==> src/hw/rtl/stt_pkg.sv <==
`timescale 1ns / 1ps
`default_nettype none

package stt_pkg;

   localparam int KEYWORD_PREFIX_LEN = 5;
   // longest keyword, in bytes
   localparam int KW_MAX_LEN = 5;
   // result queue words
   localparam int QUEUE_DEPTH = 4;

   localparam logic REC_TEXT  = 1'b0;
   localparam logic REC_TOKEN = 1'b1;

   localparam logic [5:0] TK_EOF     = 6'd0;
   localparam logic [5:0] TK_SEMI    = 6'd1;
   localparam logic [5:0] TK_LPAREN  = 6'd2;
   localparam logic [5:0] TK_RPAREN  = 6'd3;
   localparam logic [5:0] TK_CHAR    = 6'd4;
   localparam logic [5:0] TK_STR     = 6'd5;
   localparam logic [5:0] TK_NAME    = 6'd6;
   localparam logic [5:0] TK_LET     = 6'd7;
   localparam logic [5:0] TK_IN      = 6'd8;
   localparam logic [5:0] TK_IF      = 6'd9;
   localparam logic [5:0] TK_CONS    = 6'd10;
   localparam logic [5:0] TK_HD      = 6'd11;
   localparam logic [5:0] TK_TL      = 6'd12;
   localparam logic [5:0] TK_NIL     = 6'd13;
   localparam logic [5:0] TK_NULL    = 6'd14;
   localparam logic [5:0] TK_CHR     = 6'd15;
   localparam logic [5:0] TK_TRUE    = 6'd16;
   localparam logic [5:0] TK_FALSE   = 6'd17;
   localparam logic [5:0] TK_NUM     = 6'd18;
   localparam logic [5:0] TK_PUNCT   = 6'd19;
   localparam logic [5:0] TK_AND     = 6'd20;
   localparam logic [5:0] TK_OR      = 6'd21;
   localparam logic [5:0] TK_LT      = 6'd22;
   localparam logic [5:0] TK_GT      = 6'd23;
   localparam logic [5:0] TK_ASSIGN  = 6'd24;
   localparam logic [5:0] TK_PLUS    = 6'd25;
   localparam logic [5:0] TK_MINUS   = 6'd26;
   localparam logic [5:0] TK_STAR    = 6'd27;
   localparam logic [5:0] TK_SLASH   = 6'd28;
   localparam logic [5:0] TK_PERCENT = 6'd29;
   localparam logic [5:0] TK_BANG    = 6'd30;
   localparam logic [5:0] TK_LE      = 6'd31;
   localparam logic [5:0] TK_GE      = 6'd32;
   localparam logic [5:0] TK_NE      = 6'd33;
   localparam logic [5:0] TK_EQ      = 6'd34;
   localparam logic [5:0] TK_ERROR   = 6'd35;

   typedef struct packed {
      logic [7:0] in_byte;
      logic       end_of_input;
   } req_type;

   typedef struct packed {
      logic        record_kind;
      logic [7:0]  text_byte;
      logic [5:0]  token_kind;
      logic [31:0] token_value;
      logic        last;
   } rsp_type;

   // words produced by one input byte, in order
   typedef struct packed {
      logic [1:0] count;
      rsp_type    first;
      rsp_type    second;
   } step_type;

   function automatic rsp_type token_rec(input logic [5:0] kind, input logic [31:0] value);
      rsp_type r;
      r.record_kind = REC_TOKEN;
      r.text_byte   = 8'd0;
      r.token_kind  = kind;
      r.token_value = value;
      r.last        = 1'b0;
      return r;
   endfunction

   function automatic rsp_type text_rec(input logic [7:0] c);
      rsp_type r;
      r.record_kind = REC_TEXT;
      r.text_byte   = c;
      r.token_kind  = TK_EOF;
      r.token_value = 32'd0;
      r.last        = 1'b0;
      return r;
   endfunction

   function automatic logic is_alpha(input logic [7:0] c);
      return (c >= "a" && c <= "z") || (c >= "A" && c <= "Z");
   endfunction

   function automatic logic is_digit(input logic [7:0] c);
      return c >= "0" && c <= "9";
   endfunction

   // text holds the first bytes of the name, first byte lowest, zero padded
   function automatic logic [5:0] keyword_kind(input logic [39:0] text,
                                               input logic [2:0] len);
      logic [5:0] kind;
      kind = TK_NAME;
      if (len == 3'd3 && text == 40'h000074656C) kind = TK_LET;
      if (len == 3'd2 && text == 40'h0000006E69) kind = TK_IN;
      if (len == 3'd2 && text == 40'h0000006669) kind = TK_IF;
      if (len == 3'd4 && text == 40'h00736E6F63) kind = TK_CONS;
      if (len == 3'd2 && text == 40'h0000006468) kind = TK_HD;
      if (len == 3'd2 && text == 40'h0000006C74) kind = TK_TL;
      if (len == 3'd3 && text == 40'h00006C696E) kind = TK_NIL;
      if (len == 3'd4 && text == 40'h006C6C756E) kind = TK_NULL;
      if (len == 3'd3 && text == 40'h0000726863) kind = TK_CHR;
      if (len == 3'd4 && text == 40'h0065757274) kind = TK_TRUE;
      if (len == 3'd5 && text == 40'h65736C6166) kind = TK_FALSE;
      return kind;
   endfunction

   function automatic logic [5:0] op_kind(input logic [15:0] text, input logic [1:0] len);
      logic [5:0] kind;
      kind = TK_PUNCT;
      if (len == 2'd1) begin
         unique case (text[7:0])
            "&":     kind = TK_AND;
            "|":     kind = TK_OR;
            "<":     kind = TK_LT;
            ">":     kind = TK_GT;
            "=":     kind = TK_ASSIGN;
            "+":     kind = TK_PLUS;
            "-":     kind = TK_MINUS;
            "*":     kind = TK_STAR;
            "/":     kind = TK_SLASH;
            "%":     kind = TK_PERCENT;
            "!":     kind = TK_BANG;
            default: kind = TK_PUNCT;
         endcase
      end else if (len == 2'd2) begin
         if (text == {8'h3D, 8'h3C}) kind = TK_LE;
         if (text == {8'h3D, 8'h3E}) kind = TK_GE;
         if (text == {8'h3D, 8'h21}) kind = TK_NE;
         if (text == {8'h3D, 8'h3D}) kind = TK_EQ;
      end
      return kind;
   endfunction

endpackage

`default_nettype wire

==> src/hw/rtl/stt_lex.sv <==
`timescale 1ns / 1ps
`default_nettype none

module stt_lex #(
   parameter int KEYWORD_PREFIX_LEN = stt_pkg::KEYWORD_PREFIX_LEN
) (
   input  wire logic              clock,
   input  wire logic              reset,
   input  wire logic              step_en,
   input  wire stt_pkg::req_type  req_data,
   output stt_pkg::step_type      step
);

   localparam int PREFIX_W = 8 * KEYWORD_PREFIX_LEN;
   localparam int NLEN_W   = $clog2(KEYWORD_PREFIX_LEN + 2);

   localparam logic [2:0] M_IDLE    = 3'd0;
   localparam logic [2:0] M_COMMENT = 3'd1;
   localparam logic [2:0] M_CHAR1   = 3'd2;
   localparam logic [2:0] M_CHAR2   = 3'd3;
   localparam logic [2:0] M_STR     = 3'd4;
   localparam logic [2:0] M_NAME    = 3'd5;
   localparam logic [2:0] M_NUM     = 3'd6;
   localparam logic [2:0] M_OP      = 3'd7;

   localparam logic [7:0] CH_NUL   = 8'h00;
   localparam logic [7:0] CH_TAB   = 8'h09;
   localparam logic [7:0] CH_LF    = 8'h0A;
   localparam logic [7:0] CH_CR    = 8'h0D;
   localparam logic [7:0] CH_SPACE = 8'h20;
   localparam logic [7:0] CH_DQ    = 8'h22;
   localparam logic [7:0] CH_HASH  = 8'h23;
   localparam logic [7:0] CH_QUOTE = 8'h27;
   localparam logic [7:0] CH_LP    = 8'h28;
   localparam logic [7:0] CH_RP    = 8'h29;
   localparam logic [7:0] CH_ZERO  = 8'h30;
   localparam logic [7:0] CH_SEMI  = 8'h3B;
   localparam logic [7:0] CH_UNDER = 8'h5F;

   logic [2:0]          mode_ff, mode_in;
   logic [PREFIX_W-1:0] name_prefix_ff, name_prefix_in;
   logic [NLEN_W-1:0]   name_len_ff, name_len_in;
   logic [31:0]         acc_ff, acc_in;
   logic [15:0]         op_prefix_ff, op_prefix_in;
   logic [1:0]          op_len_ff, op_len_in;
   logic [7:0]          chr_ff, chr_in;

   logic [7:0]        c;
   logic              eoi;
   logic              head_have, idle_have, eof_have, run_idle;
   stt_pkg::rsp_type  head_rec, idle_rec, eof_rec, first_rec, second_rec;
   logic              name_cont, op_cont;
   logic [2:0]        kw_len;
   logic [1:0]        rec_count;

   assign c   = req_data.in_byte;
   assign eoi = req_data.end_of_input;

   assign name_cont = stt_pkg::is_alpha(c) || stt_pkg::is_digit(c) || c == CH_UNDER ||
                      c == CH_QUOTE;
   assign op_cont   = c != CH_NUL && !stt_pkg::is_alpha(c) && !stt_pkg::is_digit(c) &&
                      c != CH_SEMI && c != CH_LP && c != CH_RP && c != CH_SPACE &&
                      c != CH_TAB && c != CH_LF && c != CH_HASH;

   // any name longer than the longest keyword can never match
   assign kw_len = (name_len_ff > NLEN_W'(stt_pkg::KW_MAX_LEN)) ? 3'd7 : 3'(name_len_ff);

   assign eof_rec = stt_pkg::token_rec(stt_pkg::TK_EOF, 32'd0);

   always_comb begin
      mode_in        = mode_ff;
      name_prefix_in = name_prefix_ff;
      name_len_in    = name_len_ff;
      acc_in         = acc_ff;
      op_prefix_in   = op_prefix_ff;
      op_len_in      = op_len_ff;
      chr_in         = chr_ff;
      head_have      = 1'b0;
      head_rec       = stt_pkg::text_rec(c);
      idle_have      = 1'b0;
      idle_rec       = stt_pkg::text_rec(c);
      run_idle       = 1'b0;

      unique case (mode_ff)
         M_COMMENT: begin
            if (eoi || c == CH_LF) mode_in = M_IDLE;
         end
         M_CHAR1: begin
            if (eoi) begin
               head_have = 1'b1;
               head_rec  = stt_pkg::token_rec(stt_pkg::TK_ERROR, 32'd0);
               mode_in   = M_IDLE;
            end else begin
               chr_in  = c;
               mode_in = M_CHAR2;
            end
         end
         M_CHAR2: begin
            head_have = 1'b1;
            head_rec  = (!eoi && c == CH_QUOTE) ?
                        stt_pkg::token_rec(stt_pkg::TK_CHAR, {24'd0, chr_ff}) :
                        stt_pkg::token_rec(stt_pkg::TK_ERROR, 32'd0);
            mode_in   = M_IDLE;
         end
         M_STR: begin
            head_have = 1'b1;
            if (eoi || c == CH_DQ) begin
               head_rec = stt_pkg::token_rec(stt_pkg::TK_STR, 32'd0);
               mode_in  = M_IDLE;
            end
         end
         M_NAME: begin
            head_have = 1'b1;
            if (!eoi && name_cont) begin
               if (name_len_ff < NLEN_W'(KEYWORD_PREFIX_LEN))
                  name_prefix_in[8*name_len_ff +: 8] = c;
               if (name_len_ff < NLEN_W'(KEYWORD_PREFIX_LEN + 1))
                  name_len_in = name_len_ff + NLEN_W'(1);
            end else begin
               head_rec = stt_pkg::token_rec(
                  stt_pkg::keyword_kind(name_prefix_ff[8*stt_pkg::KW_MAX_LEN-1:0], kw_len),
                  32'd0);
               mode_in  = M_IDLE;
               run_idle = !eoi;
            end
         end
         M_NUM: begin
            if (!eoi && stt_pkg::is_digit(c)) begin
               acc_in = (acc_ff << 3) + (acc_ff << 1) + {24'd0, c - CH_ZERO};
            end else begin
               head_have = 1'b1;
               head_rec  = stt_pkg::token_rec(stt_pkg::TK_NUM, acc_ff);
               mode_in   = M_IDLE;
               run_idle  = !eoi;
            end
         end
         M_OP: begin
            head_have = 1'b1;
            if (!eoi && op_cont) begin
               if (op_len_ff == 2'd0) op_prefix_in[7:0] = c;
               if (op_len_ff == 2'd1) op_prefix_in[15:8] = c;
               if (op_len_ff != 2'd3) op_len_in = op_len_ff + 2'd1;
            end else begin
               head_rec = stt_pkg::token_rec(stt_pkg::op_kind(op_prefix_ff, op_len_ff),
                                             32'd0);
               mode_in  = M_IDLE;
               run_idle = !eoi;
            end
         end
         default: begin
            run_idle = !eoi;
         end
      endcase

      // byte seen between tokens, also the byte that closed a name, number or run
      if (run_idle) begin
         mode_in = M_IDLE;
         priority if (c == CH_SPACE || c == CH_TAB || c == CH_LF || c == CH_CR) begin
         end else if (c == CH_HASH) begin
            mode_in = M_COMMENT;
         end else if (c == CH_SEMI) begin
            idle_have = 1'b1;
            idle_rec  = stt_pkg::token_rec(stt_pkg::TK_SEMI, 32'd0);
         end else if (c == CH_LP) begin
            idle_have = 1'b1;
            idle_rec  = stt_pkg::token_rec(stt_pkg::TK_LPAREN, 32'd0);
         end else if (c == CH_RP) begin
            idle_have = 1'b1;
            idle_rec  = stt_pkg::token_rec(stt_pkg::TK_RPAREN, 32'd0);
         end else if (c == CH_QUOTE) begin
            mode_in = M_CHAR1;
         end else if (c == CH_DQ) begin
            mode_in = M_STR;
         end else if (c == CH_NUL) begin
            idle_have = 1'b1;
            idle_rec  = stt_pkg::token_rec(stt_pkg::TK_PUNCT, 32'd0);
         end else if (stt_pkg::is_alpha(c)) begin
            name_prefix_in = PREFIX_W'(c);
            name_len_in    = NLEN_W'(1);
            mode_in        = M_NAME;
            idle_have      = 1'b1;
         end else if (stt_pkg::is_digit(c)) begin
            acc_in  = {24'd0, c - CH_ZERO};
            mode_in = M_NUM;
         end else begin
            op_prefix_in = {8'd0, c};
            op_len_in    = 2'd1;
            mode_in      = M_OP;
            idle_have    = 1'b1;
         end
      end

      eof_have = eoi && mode_in == M_IDLE;
   end

   // idle and eof words never come from the same byte
   always_comb begin
      rec_count  = 2'(head_have) + 2'(idle_have) + 2'(eof_have);
      first_rec  = head_have ? head_rec : (idle_have ? idle_rec : eof_rec);
      second_rec = (head_have && idle_have) ? idle_rec : eof_rec;
      first_rec.last  = rec_count == 2'd1;
      second_rec.last = 1'b1;
      step.count  = rec_count;
      step.first  = first_rec;
      step.second = second_rec;
   end

   always_ff @(posedge clock) begin
      if (reset) begin
         mode_ff        <= M_IDLE;
         name_prefix_ff <= '0;
         name_len_ff    <= '0;
         acc_ff         <= '0;
         op_prefix_ff   <= '0;
         op_len_ff      <= '0;
         chr_ff         <= '0;
      end else if (step_en) begin
         mode_ff        <= mode_in;
         name_prefix_ff <= name_prefix_in;
         name_len_ff    <= name_len_in;
         acc_ff         <= acc_in;
         op_prefix_ff   <= op_prefix_in;
         op_len_ff      <= op_len_in;
         chr_ff         <= chr_in;
      end
   end

endmodule

`default_nettype wire

==> src/hw/rtl/source_text_tokenizer.sv <==
`timescale 1ns / 1ps
`default_nettype none

// Source text tokenizer.
// req channel: one word per source byte (in_byte), or an end-of-input mark.
// rsp channel: a stream of words, each a text byte of a name, string or
//   operator run, or a token-complete word with kind and value; last marks
//   the final word caused by one req word (a byte may cause none, one or two).
// Both channels: a word moves on a clock edge with valid high and stall low.
// The words caused by a byte are written into the result queue when the byte is accepted.
// Throughput: one byte per cycle while bytes give at most one word each and
//   rsp is not stalled; the rsp side drains one word per cycle from a
//   four-word queue, and req_stall is raised while the queue holds more than
//   two words, so bytes giving two words each fill the queue until req_stall rises.
// A stalled rsp holds its word; the queue absorbs it until req_stall rises.
// Reset (synchronous) empties the queue and returns the lexer to the state
//   between tokens with all prefixes and the number cleared. No other
//   start-up time.

module source_text_tokenizer #(
   parameter int KEYWORD_PREFIX_LEN = stt_pkg::KEYWORD_PREFIX_LEN
) (
   input  wire logic              clock,
   input  wire logic              reset,
   input  wire logic              req_valid,
   output logic                   req_stall,
   input  wire stt_pkg::req_type  req_data,
   output logic                   rsp_valid,
   input  wire logic              rsp_stall,
   output stt_pkg::rsp_type       rsp_data
);

   localparam int PTR_W = $clog2(stt_pkg::QUEUE_DEPTH);
   localparam int CNT_W = $clog2(stt_pkg::QUEUE_DEPTH + 1);

   stt_pkg::step_type step;
   stt_pkg::rsp_type  queue_ff [stt_pkg::QUEUE_DEPTH];
   logic [PTR_W-1:0]  wr_ptr_ff, wr_ptr_in, rd_ptr_ff, rd_ptr_in;
   logic [CNT_W-1:0]  count_ff, count_in;
   logic              push, pop;
   logic [1:0]        push_n;

   stt_lex #(
      .KEYWORD_PREFIX_LEN(KEYWORD_PREFIX_LEN)
   ) u_lex (
      .clock   (clock),
      .reset   (reset),
      .step_en (push),
      .req_data(req_data),
      .step    (step)
   );

   // room for two words must be there before a byte is taken
   assign req_stall = count_ff > CNT_W'(stt_pkg::QUEUE_DEPTH - 2);
   assign push      = req_valid && !req_stall;
   assign push_n    = push ? step.count : 2'd0;
   assign rsp_valid = count_ff != '0;
   assign rsp_data  = queue_ff[rd_ptr_ff];
   assign pop       = rsp_valid && !rsp_stall;

   assign wr_ptr_in = wr_ptr_ff + PTR_W'(push_n);
   assign rd_ptr_in = rd_ptr_ff + PTR_W'(pop);
   assign count_in  = count_ff + CNT_W'(push_n) - CNT_W'(pop);

   always_ff @(posedge clock) begin
      if (push && step.count != 2'd0) queue_ff[wr_ptr_ff] <= step.first;
      if (push && step.count == 2'd2) queue_ff[wr_ptr_ff + PTR_W'(1)] <= step.second;
   end

   always_ff @(posedge clock) begin
      if (reset) begin
         wr_ptr_ff <= '0;
         rd_ptr_ff <= '0;
         count_ff  <= '0;
      end else begin
         wr_ptr_ff <= wr_ptr_in;
         rd_ptr_ff <= rd_ptr_in;
         count_ff  <= count_in;
      end
   end

`ifndef ASSERT_OFF
   a_count_bound: assert property (@(posedge clock) disable iff (reset)
      count_ff <= CNT_W'(stt_pkg::QUEUE_DEPTH))
      else $error("result queue overfilled");

   a_eoi_emits: assert property (@(posedge clock) disable iff (reset)
      (push && req_data.end_of_input) |-> step.count != 2'd0)
      else $error("end of input produced no token");

   a_reset_empty: assert property (@(posedge clock)
      reset |=> !rsp_valid)
      else $error("rsp valid right after reset");

   a_pop_only: assert property (@(posedge clock) disable iff (reset)
      (pop && push_n == 2'd0) |=> count_ff == $past(count_ff) - CNT_W'(1))
      else $error("queue count lost track on pop");
`endif

endmodule

`default_nettype wire

==> config.mk <==
export PLATFORM = sky130hd
export DESIGN_NAME = source_text_tokenizer
export DESIGN_NICKNAME = d
export VERILOG_FILES = /design/src/hw/rtl/stt_pkg.sv /design/src/hw/rtl/stt_lex.sv /design/src/hw/rtl/source_text_tokenizer.sv
export SDC_FILE = /design/constraint.sdc
export NUM_CORES = 1
export LEC_CHECK = 0
export BUFFER_PORTS_ARGS = -buffer_cell sky130_fd_sc_hd__buf_2
export CORE_MARGIN = 4
export CORE_UTILIZATION = 35
export DETAILED_ROUTE_END_ITERATION = 6
export PLACE_DENSITY = 0.47
export SLEW_MARGIN = 20
export SYNTH_ARGS = -nofsm -noshare
export SYNTH_HDL_FRONTEND = slang
export SYNTH_HIERARCHICAL = 1
export SYNTH_SLANG_ARGS = --single-unit
==> constraint.sdc <==
create_clock -name clock -period 11.25 [get_ports clock]
set_input_delay 1.125 -clock clock [delete_from_list [all_inputs] [get_ports clock]]
set_output_delay 1.125 -clock clock [all_outputs]
set_load 0.1 [all_outputs]
==> metrics.md, run 1 <==
| Metric | Value |
|---|---|
| Crit-path slowest cell | buf_4 |
| RR Endpoint | queue_ff[0][11] |
| Average size of a mapped cell | 11.3 sq um |
| Initial Util | 35.6% |
| Routed WL | 51.6 mm |
| Largest net degree at the start of global routing | 50 |
| EDFF count, synth | 192 |
| Final Cell Area | 20400 sq um |
| Biggest area consumer among synthesized cells | edfxtp_1 |
| Slew headroom | 29.6% |
| WL/cell | 21.7 microns |
| Worst slew pin tran | 1.05 ns |
| Buf/Inv on CP | 7 |
| Period utilisation layout | 58.7% |
| RSZ-0062 raised after global routing | false |
| Max-cap violations | 0 |
| CTS tree | yes |
| Die Wd | 237 microns |
| Outcome | finished clean |
| Hpwl dp | 34.0 mm |
| Initial antenna violation count | 0 |
| Top-count cell post-synth | edfxtp_1 |
| Root buf cell | clkbuf_16 |
| Placed Instance Area | 19200 sq um |
| CP Data Required Time | 11.43 ns |
| Hold Path Class | reg -> reg |
| Max frequency | 151 MHz |
| Fin cells | 2372 |
| Synth async-reset ratio | 0% |
| Crit path DAT | 6.78 ns |
| Mapped Cells | 1636 |
| Setup Buffers After CTS | 0 |
| Synth area leaders | edfxtp_1 (31%), dfxtp_1 (12%), mux2_2 (11%) |
| Layout cells sized above 1 | 24.6% |
| Number of setup violations in the final report | 0 |
| Gp weighted congestion | 0.867 |
| IO Pins | 63 |
| CTS-repair resized insts | 0 |
| P&R area growth vs syn | 10.8% |
| Clock buffer depth | 3 |
| Mapped Area | 18400 sq um |
| Placed Cells | 2303 |
| Yosys warnings | 6 |
| Crit-path max cell delay | 0.67 ns |
| Total grt overflow | 0 |
| Startpoint types | primary input |
| Distinct cells, synth | 97 |
| Reg-to-reg slack, setup | 5.79 ns |
| Synth top area share | 31.3% |
| H-Tree Depth | 2 |
| Final Slew Violations | 0 |
| WHS Endpoint | u_lex/name_prefix_ff[36] |
| Hold Crit Depth | 2 |
| Multi-input logic area | 9690 sq um |
| P per Cell Area | 203 nW/um^2 |
| CTS sink count | 303 |
| Die Area | 56400 sq um |
| Worst R2R Start | u_lex/mode_ff[2] |
| Family with the most delay on the worst path | buffers and inverters |
| Top FF cell, synth | edfxtp_1 |
| Storage cell area | 7990 sq um |
| CP Cell Sequence | buf_2 -> inv_1 -> ha_1 -> inv_1 -> o21ai_0 -> o211ai_2 -> a311oi_2 -> o21ai_1 -> a21boi_2 -> buf_4 -> nand3_1 -> fa_1 -> inv_1 -> and3b_1 -> and4_2 -> buf_4 -> o21bai_4 -> buf_4 |
| Final Hold Viols | 0 |
| Hold Startpoint | u_lex/name_prefix_ff[36] |
| Die Y | 237 microns |
| Reg clk slew, reported paths | 0.06 ns |
| Min Clock Period, post-route | 6.60 ns |
| Row count | 83 |
| Synth cell count leaders | edfxtp_1 (192), mux2_2 (178), dfxtp_1 (111) |
| Max rail drop VDD | 0.000147 V |
| Core outline area | 51700 sq um |
| Reg2reg path depth | 13 |
| Vias in the first global route | 13300 |
| Sequential share of the synthesized area | 43.4% |
| Drt drc | 0 |
| First-pass GRT wire length | 80.0 mm |
| GRT Util Overall | 18.0% |
| Via count | 13300 |
| Synthesis-stage register bit count | 303 |
| DRT iter0 DRCs | 1008 |
| Skew final | 0.0216 ns |
| Filler instances | 5031 |
| Kind of critical path | in -> reg |
| Fin nets | 1755 |
| Worst-Skew Late Latency | 0.56 ns |
| Leak pwr | 7.71 nW |
| Vias per cell | 5.60 |
| Worst setup EP type | register |
| Hold Buf Count CTS | 0 |
| CTS buffer count | 38 |
| I/O Buffers | 62 |
| Setup TNS | 0 ns |
| Routed Antenna Nets | 0 |
| Pre-Repair DR Iteration Count | 7 |
| ANT cells | 0 |
| Worst-path fanout max | 49 |
report_power, final:
group / internal [mW] / switching (mW) / total, mW
logic: 0.365 / 1.17 / 1.54
registers: 1.36 / 0.0581 / 1.42
clock network: 0.695 / 0.492 / 1.19
total: 2.42 / 1.72 / 4.14
how the worst max path moves through the flow:
| stage | startpoint | end | slack, ns | depth (start not counted) |
|---|---|---|---|---|
| 2_1_floorplan | req_data[5] | queue_ff[2][0] | 3.28 | 15 |
| 3_3_place_gp | req_data[5] | queue_ff[0][20] | 4.26 | 18 |
| 3_5_place_dp | req_data[5] | queue_ff[0][19] | 4.15 | 18 |
| 4_1_cts | req_data[5] | queue_ff[0][35] | 4.70 | 18 |
| 5_1_grt | req_data[5] | queue_ff[0][11] | 4.32 | 18 |
| 6_report | req_data[5] | queue_ff[0][11] | 4.65 | 18 |
cell usage in the layout, fill, tap and decap left out, types with 11 or more instances in the layout:
| cell | Yosys | final |
|---|---|---|
| a21o_1 | 17 | 17 |
| a211oi_1 | 13 | 12 |
| nor2_1 | 108 | 106 |
| and3_1 | 28 | 28 |
| nand4_1 | 27 | 27 |
| o21ai_0 | 32 | 31 |
| a21oi_1 | 65 | 65 |
| mux2i_1 | 16 | 16 |
| nor2b_1 | 18 | 18 |
| ha_1 | 71 | 71 |
| xnor2_1 | 17 | 17 |
| inv_1 | 43 | 43 |
| buf_4 | 41 | 24 |
| mux2_2 | 178 | 178 |
| dfxtp_1 | 111 | 109 |
| nand2_1 | 92 | 92 |
| nor3_1 | 46 | 46 |
| and2_1 | 32 | 32 |
| conb_1 | 2 | 36 |
| clkbuf_16 | 0 | 38 |
| mux4_2 | 48 | 48 |
| buf_2 | 28 | 62 |
| or3_1 | 11 | 11 |
| a31oi_1 | 12 | 12 |
| o31ai_1 | 11 | 11 |
| nand3_1 | 57 | 57 |
| edfxtp_1 | 192 | 192 |
| a22o_1 | 29 | 29 |
| a211o_1 | 12 | 12 |
per-stage QoR:
step	power (mW)	utilization [%]	worst slack (ns)	hold slack, ns
6_report	4.14	39.5	4.65	0.459
5_1_grt	4.31	39.5	4.32	0.482
4_1_cts	4.19	39.5	4.70	0.461
3_5_place_dp	2.99	37.1	4.15	0.453
3_3_place_gp	2.98	37.1	4.26	0.447
2_1_floorplan	2.69	-	3.28	0.427
logic make-up (layout without fill, tap and decap cells):
kind of cell	after synthesis	count (layout)	share of synthesized area, %
fa+ha+maj	79	79	5.69
compound gates	296	296	11.7
other cells	2	36	0.0408
simple gates	494	494	14.2
xor+xnor	26	26	1.24
flops	303	303	43.4
buf+inv	178	200	5.02
mux	258	258	18.8
worst register-to-register path: stages, from the launching register on:
cell      delay, ns
dfxtp_1        0.46
nor2b_1        0.32
nand2_1        0.29
o32a_2         0.53
a21boi_2       0.15
buf_4          0.32
nand3_1        0.17
fa_1           0.59
inv_1          0.09
and3b_1        0.27
and4_2         0.23
buf_4          0.67
o21bai_4       0.39
buf_4          0.61
final cells by class:
| class | count | area share, % |
|---|---|---|
| clock buffers | 53 | 5.28 |
| clock inverters | 16 | 0.644 |
| well taps | 680 | 4.17 |
| repair buffers | 87 | 2.46 |
| multi-input cells | 1189 | 47.5 |
| flip-flops and latches | 303 | 39.2 |
| inverters | 44 | 0.809 |
state kept, by name, indices dropped and copies added (netlist names), 3 cells and up:
name                  count
queue_ff                192
u_lex/name_prefix_ff     40
u_lex/acc_ff             32
u_lex/op_prefix_ff       16
u_lex/chr_ff              8
count_ff                  3
u_lex/mode_ff             3
u_lex/name_len_ff         3
metal layers:
layer | part of all wire [%] | GRT usage, %
met4 | 2.1 | 4.51
met1 | 47 | 25.5
met2 | 45 | 28.6
met3 | 5.1 | 3.27
met5 | 0 | 0
Note: power is estimated with default switching activity, not from simulation.
==> run 2, diff against run 1 <==
PLACE_DENSITY = 0.49   (was 0.47)
clock period = 5.95 ns   (was 11.25 ns; I/O delays follow)
==> metrics.md, run 2 (synthesized netlist as in run 1, its figures left out) <==
| Metric | Value |
|---|---|
| Outcome | finished clean |
| Leak pwr | 7.79 nW |
| Switching pwr | 3.25 mW |
| Max rail drop VDD | 0.000246 V |
| GRT Util Overall | 17.7% |
| Clock buffer depth | 3 |
| Placed Cells | 2316 |
| Sequential share of power | 34.8% |
| Number of flip-flops in the largest register | 192 |
| CTS tree | yes |
| Die Area | 56400 sq um |
| Reg2reg path depth | 12 |
| Worst-Skew Late Latency | 0.56 ns |
| Root buf cell | clkbuf_16 |
| Grt peak-use layer | met2 |
| Die Wd | 237 microns |
| Hold Crit Depth | 2 |
| Die Y | 237 microns |
| P&R area growth vs syn | 11.8% |
| CTS-repair resized insts | 0 |
| Min Clock Period, post-route | 4.71 ns |
| Total grt overflow | 0 |
| Layout cells sized above 1 | 24.8% |
| Number of setup violations in the final report | 0 |
| Worst slew pin tran | 1.02 ns |
| Most flop-heavy register | queue_ff |
| Vias per cell | 5.58 |
| WL/cell | 21.6 microns |
| H-Tree Depth | 2 |
| Routed Antenna Nets | 0 |
| Fin nets | 1768 |
| Core outline area | 51700 sq um |
| CTS buffer count | 38 |
| First-pass GRT wire length | 79.0 mm |
| Gate power share | 36.6% |
| Met3 GRT Util | 2.30% |
| Vias in the first global route | 13200 |
| Met1 Resource Use GR | 25.0% |
| Setup TNS | 0 ns |
| Post-layout util | 39.8% |
| Most frequent cells in the layout | edfxtp_1 (192), mux2_2 (178), dfxtp_1 (109) |
| I/O Buffers | 62 |
| Hpwl dp | 34.6 mm |
| Max frequency | 212 MHz |
| Via count | 13300 |
| Worst setup EP type | register |
| Routed WL | 51.4 mm |
| Pre-Repair DR Iteration Count | 5 |
| Setup Buffers After CTS | 0 |
| Met2 GRT Util | 29.0% |
| Final Slew Violations | 0 |
| Reg clk slew, reported paths | 0.06 ns |
| Gp weighted congestion | 0.901 |
| Hold Buf Count CTS | 0 |
| Initial antenna violation count | 1 |
| Clock share of power | 28.7% |
| Largest net degree at the start of global routing | 51 |
| Hold Path Class | reg -> reg |
| Skew final | 0.0213 ns |
| Row count | 83 |
| Top Registers | queue_ff x192, u_lex/name_prefix_ff x40, u_lex/acc_ff x32 |
| Fin cells | 2384 |
| Hold Worst Slack | 0.454 ns |
| CTS sink count | 303 |
| Period utilisation layout | 79.2% |
| Commonest non-fill, non-tap cell in the layout | edfxtp_1 |
| Crit path DAT | 5.02 ns |
| Drt drc | 0 |
| P per Cell Area | 381 nW/um^2 |
| Switching Fraction | 41.4% |
| Pint | 4.61 mW |
| DRT iter0 DRCs | 1018 |
| IO Pins | 63 |
| CP Data Required Time | 6.26 ns |
| Kind of critical path | in -> reg |
| Startpoint types | primary input |
| Worst-path fanout max | 22 |
| Slew headroom | 32.0% |
| RSZ-0062 raised after global routing | false |
| Max-cap violations | 0 |
| Final Hold Viols | 0 |
| Initial Util | 35.6% |
## run 2: through the flow
stage | setup slack [ns] | power [mW] | instance area (sq um)
floorplan | -0.217 | 5.08 | 18600
global placement | 0.810 | 5.66 | 19400
detailed placement | 0.718 | 5.67 | 19400
CTS | 1.32 | 7.95 | 20600
global route | 0.975 | 8.17 | 20600
finish | 1.24 | 7.85 | 20600
## run 2: final timing paths
kind | from | end | slack [ns]
hold reg to reg | u_lex/name_prefix_ff[13] | u_lex/name_prefix_ff[13] | 0.45
hold / removal | u_lex/name_prefix_ff[13] | u_lex/name_prefix_ff[13] | 0.45
setup reg to reg | u_lex/mode_ff[2] | queue_ff[2][27] | 1.84
setup / recovery | req_data[6] | queue_ff[2][27] | 1.24
## run 2: layer usage
metal  vias up  part of all wire, %
met1      6638                   47
li1       6292                    -
met3        65                  3.9
met4         2                  1.8
met5         -                0.025
met2       307                   47
## run 2: power by group through the flow
stage / logic (mW) / registers [mW] / clock network (mW)
floorplan: 2.41 / 2.67 / 0
global placement: 2.89 / 2.77 / 0
detailed placement: 2.89 / 2.78 / 0
CTS: 2.90 / 2.74 / 2.32
global route: 3.00 / 2.77 / 2.40
finish: 2.87 / 2.73 / 2.25
## run 2: final cells by class
class	count	area, sq um
Fill cell	4997	31100
Multi-Input combinational cell	1189	9690
Sequential cell	303	7990
Clock buffer	56	1060
Tap cell	680	851
Timing Repair Buffer	100	683
Inverter	44	165
Clock inverter	11	148
Antenna cell	1	2.50
## run 2: critical path: stages
cell	delay [ns]
buf_2	0.34
ha_1	0.46
and3b_1	0.24
a22o_4	0.26
nor2_1	0.15
a311oi_2	0.10
o32a_2	0.50
a21boi_2	0.19
nand3_1	0.14
fa_1	0.59
inv_1	0.08
and3b_1	0.27
nand4_1	0.20
buf_4	0.30
buf_4	0.27
mux2_2	0.32
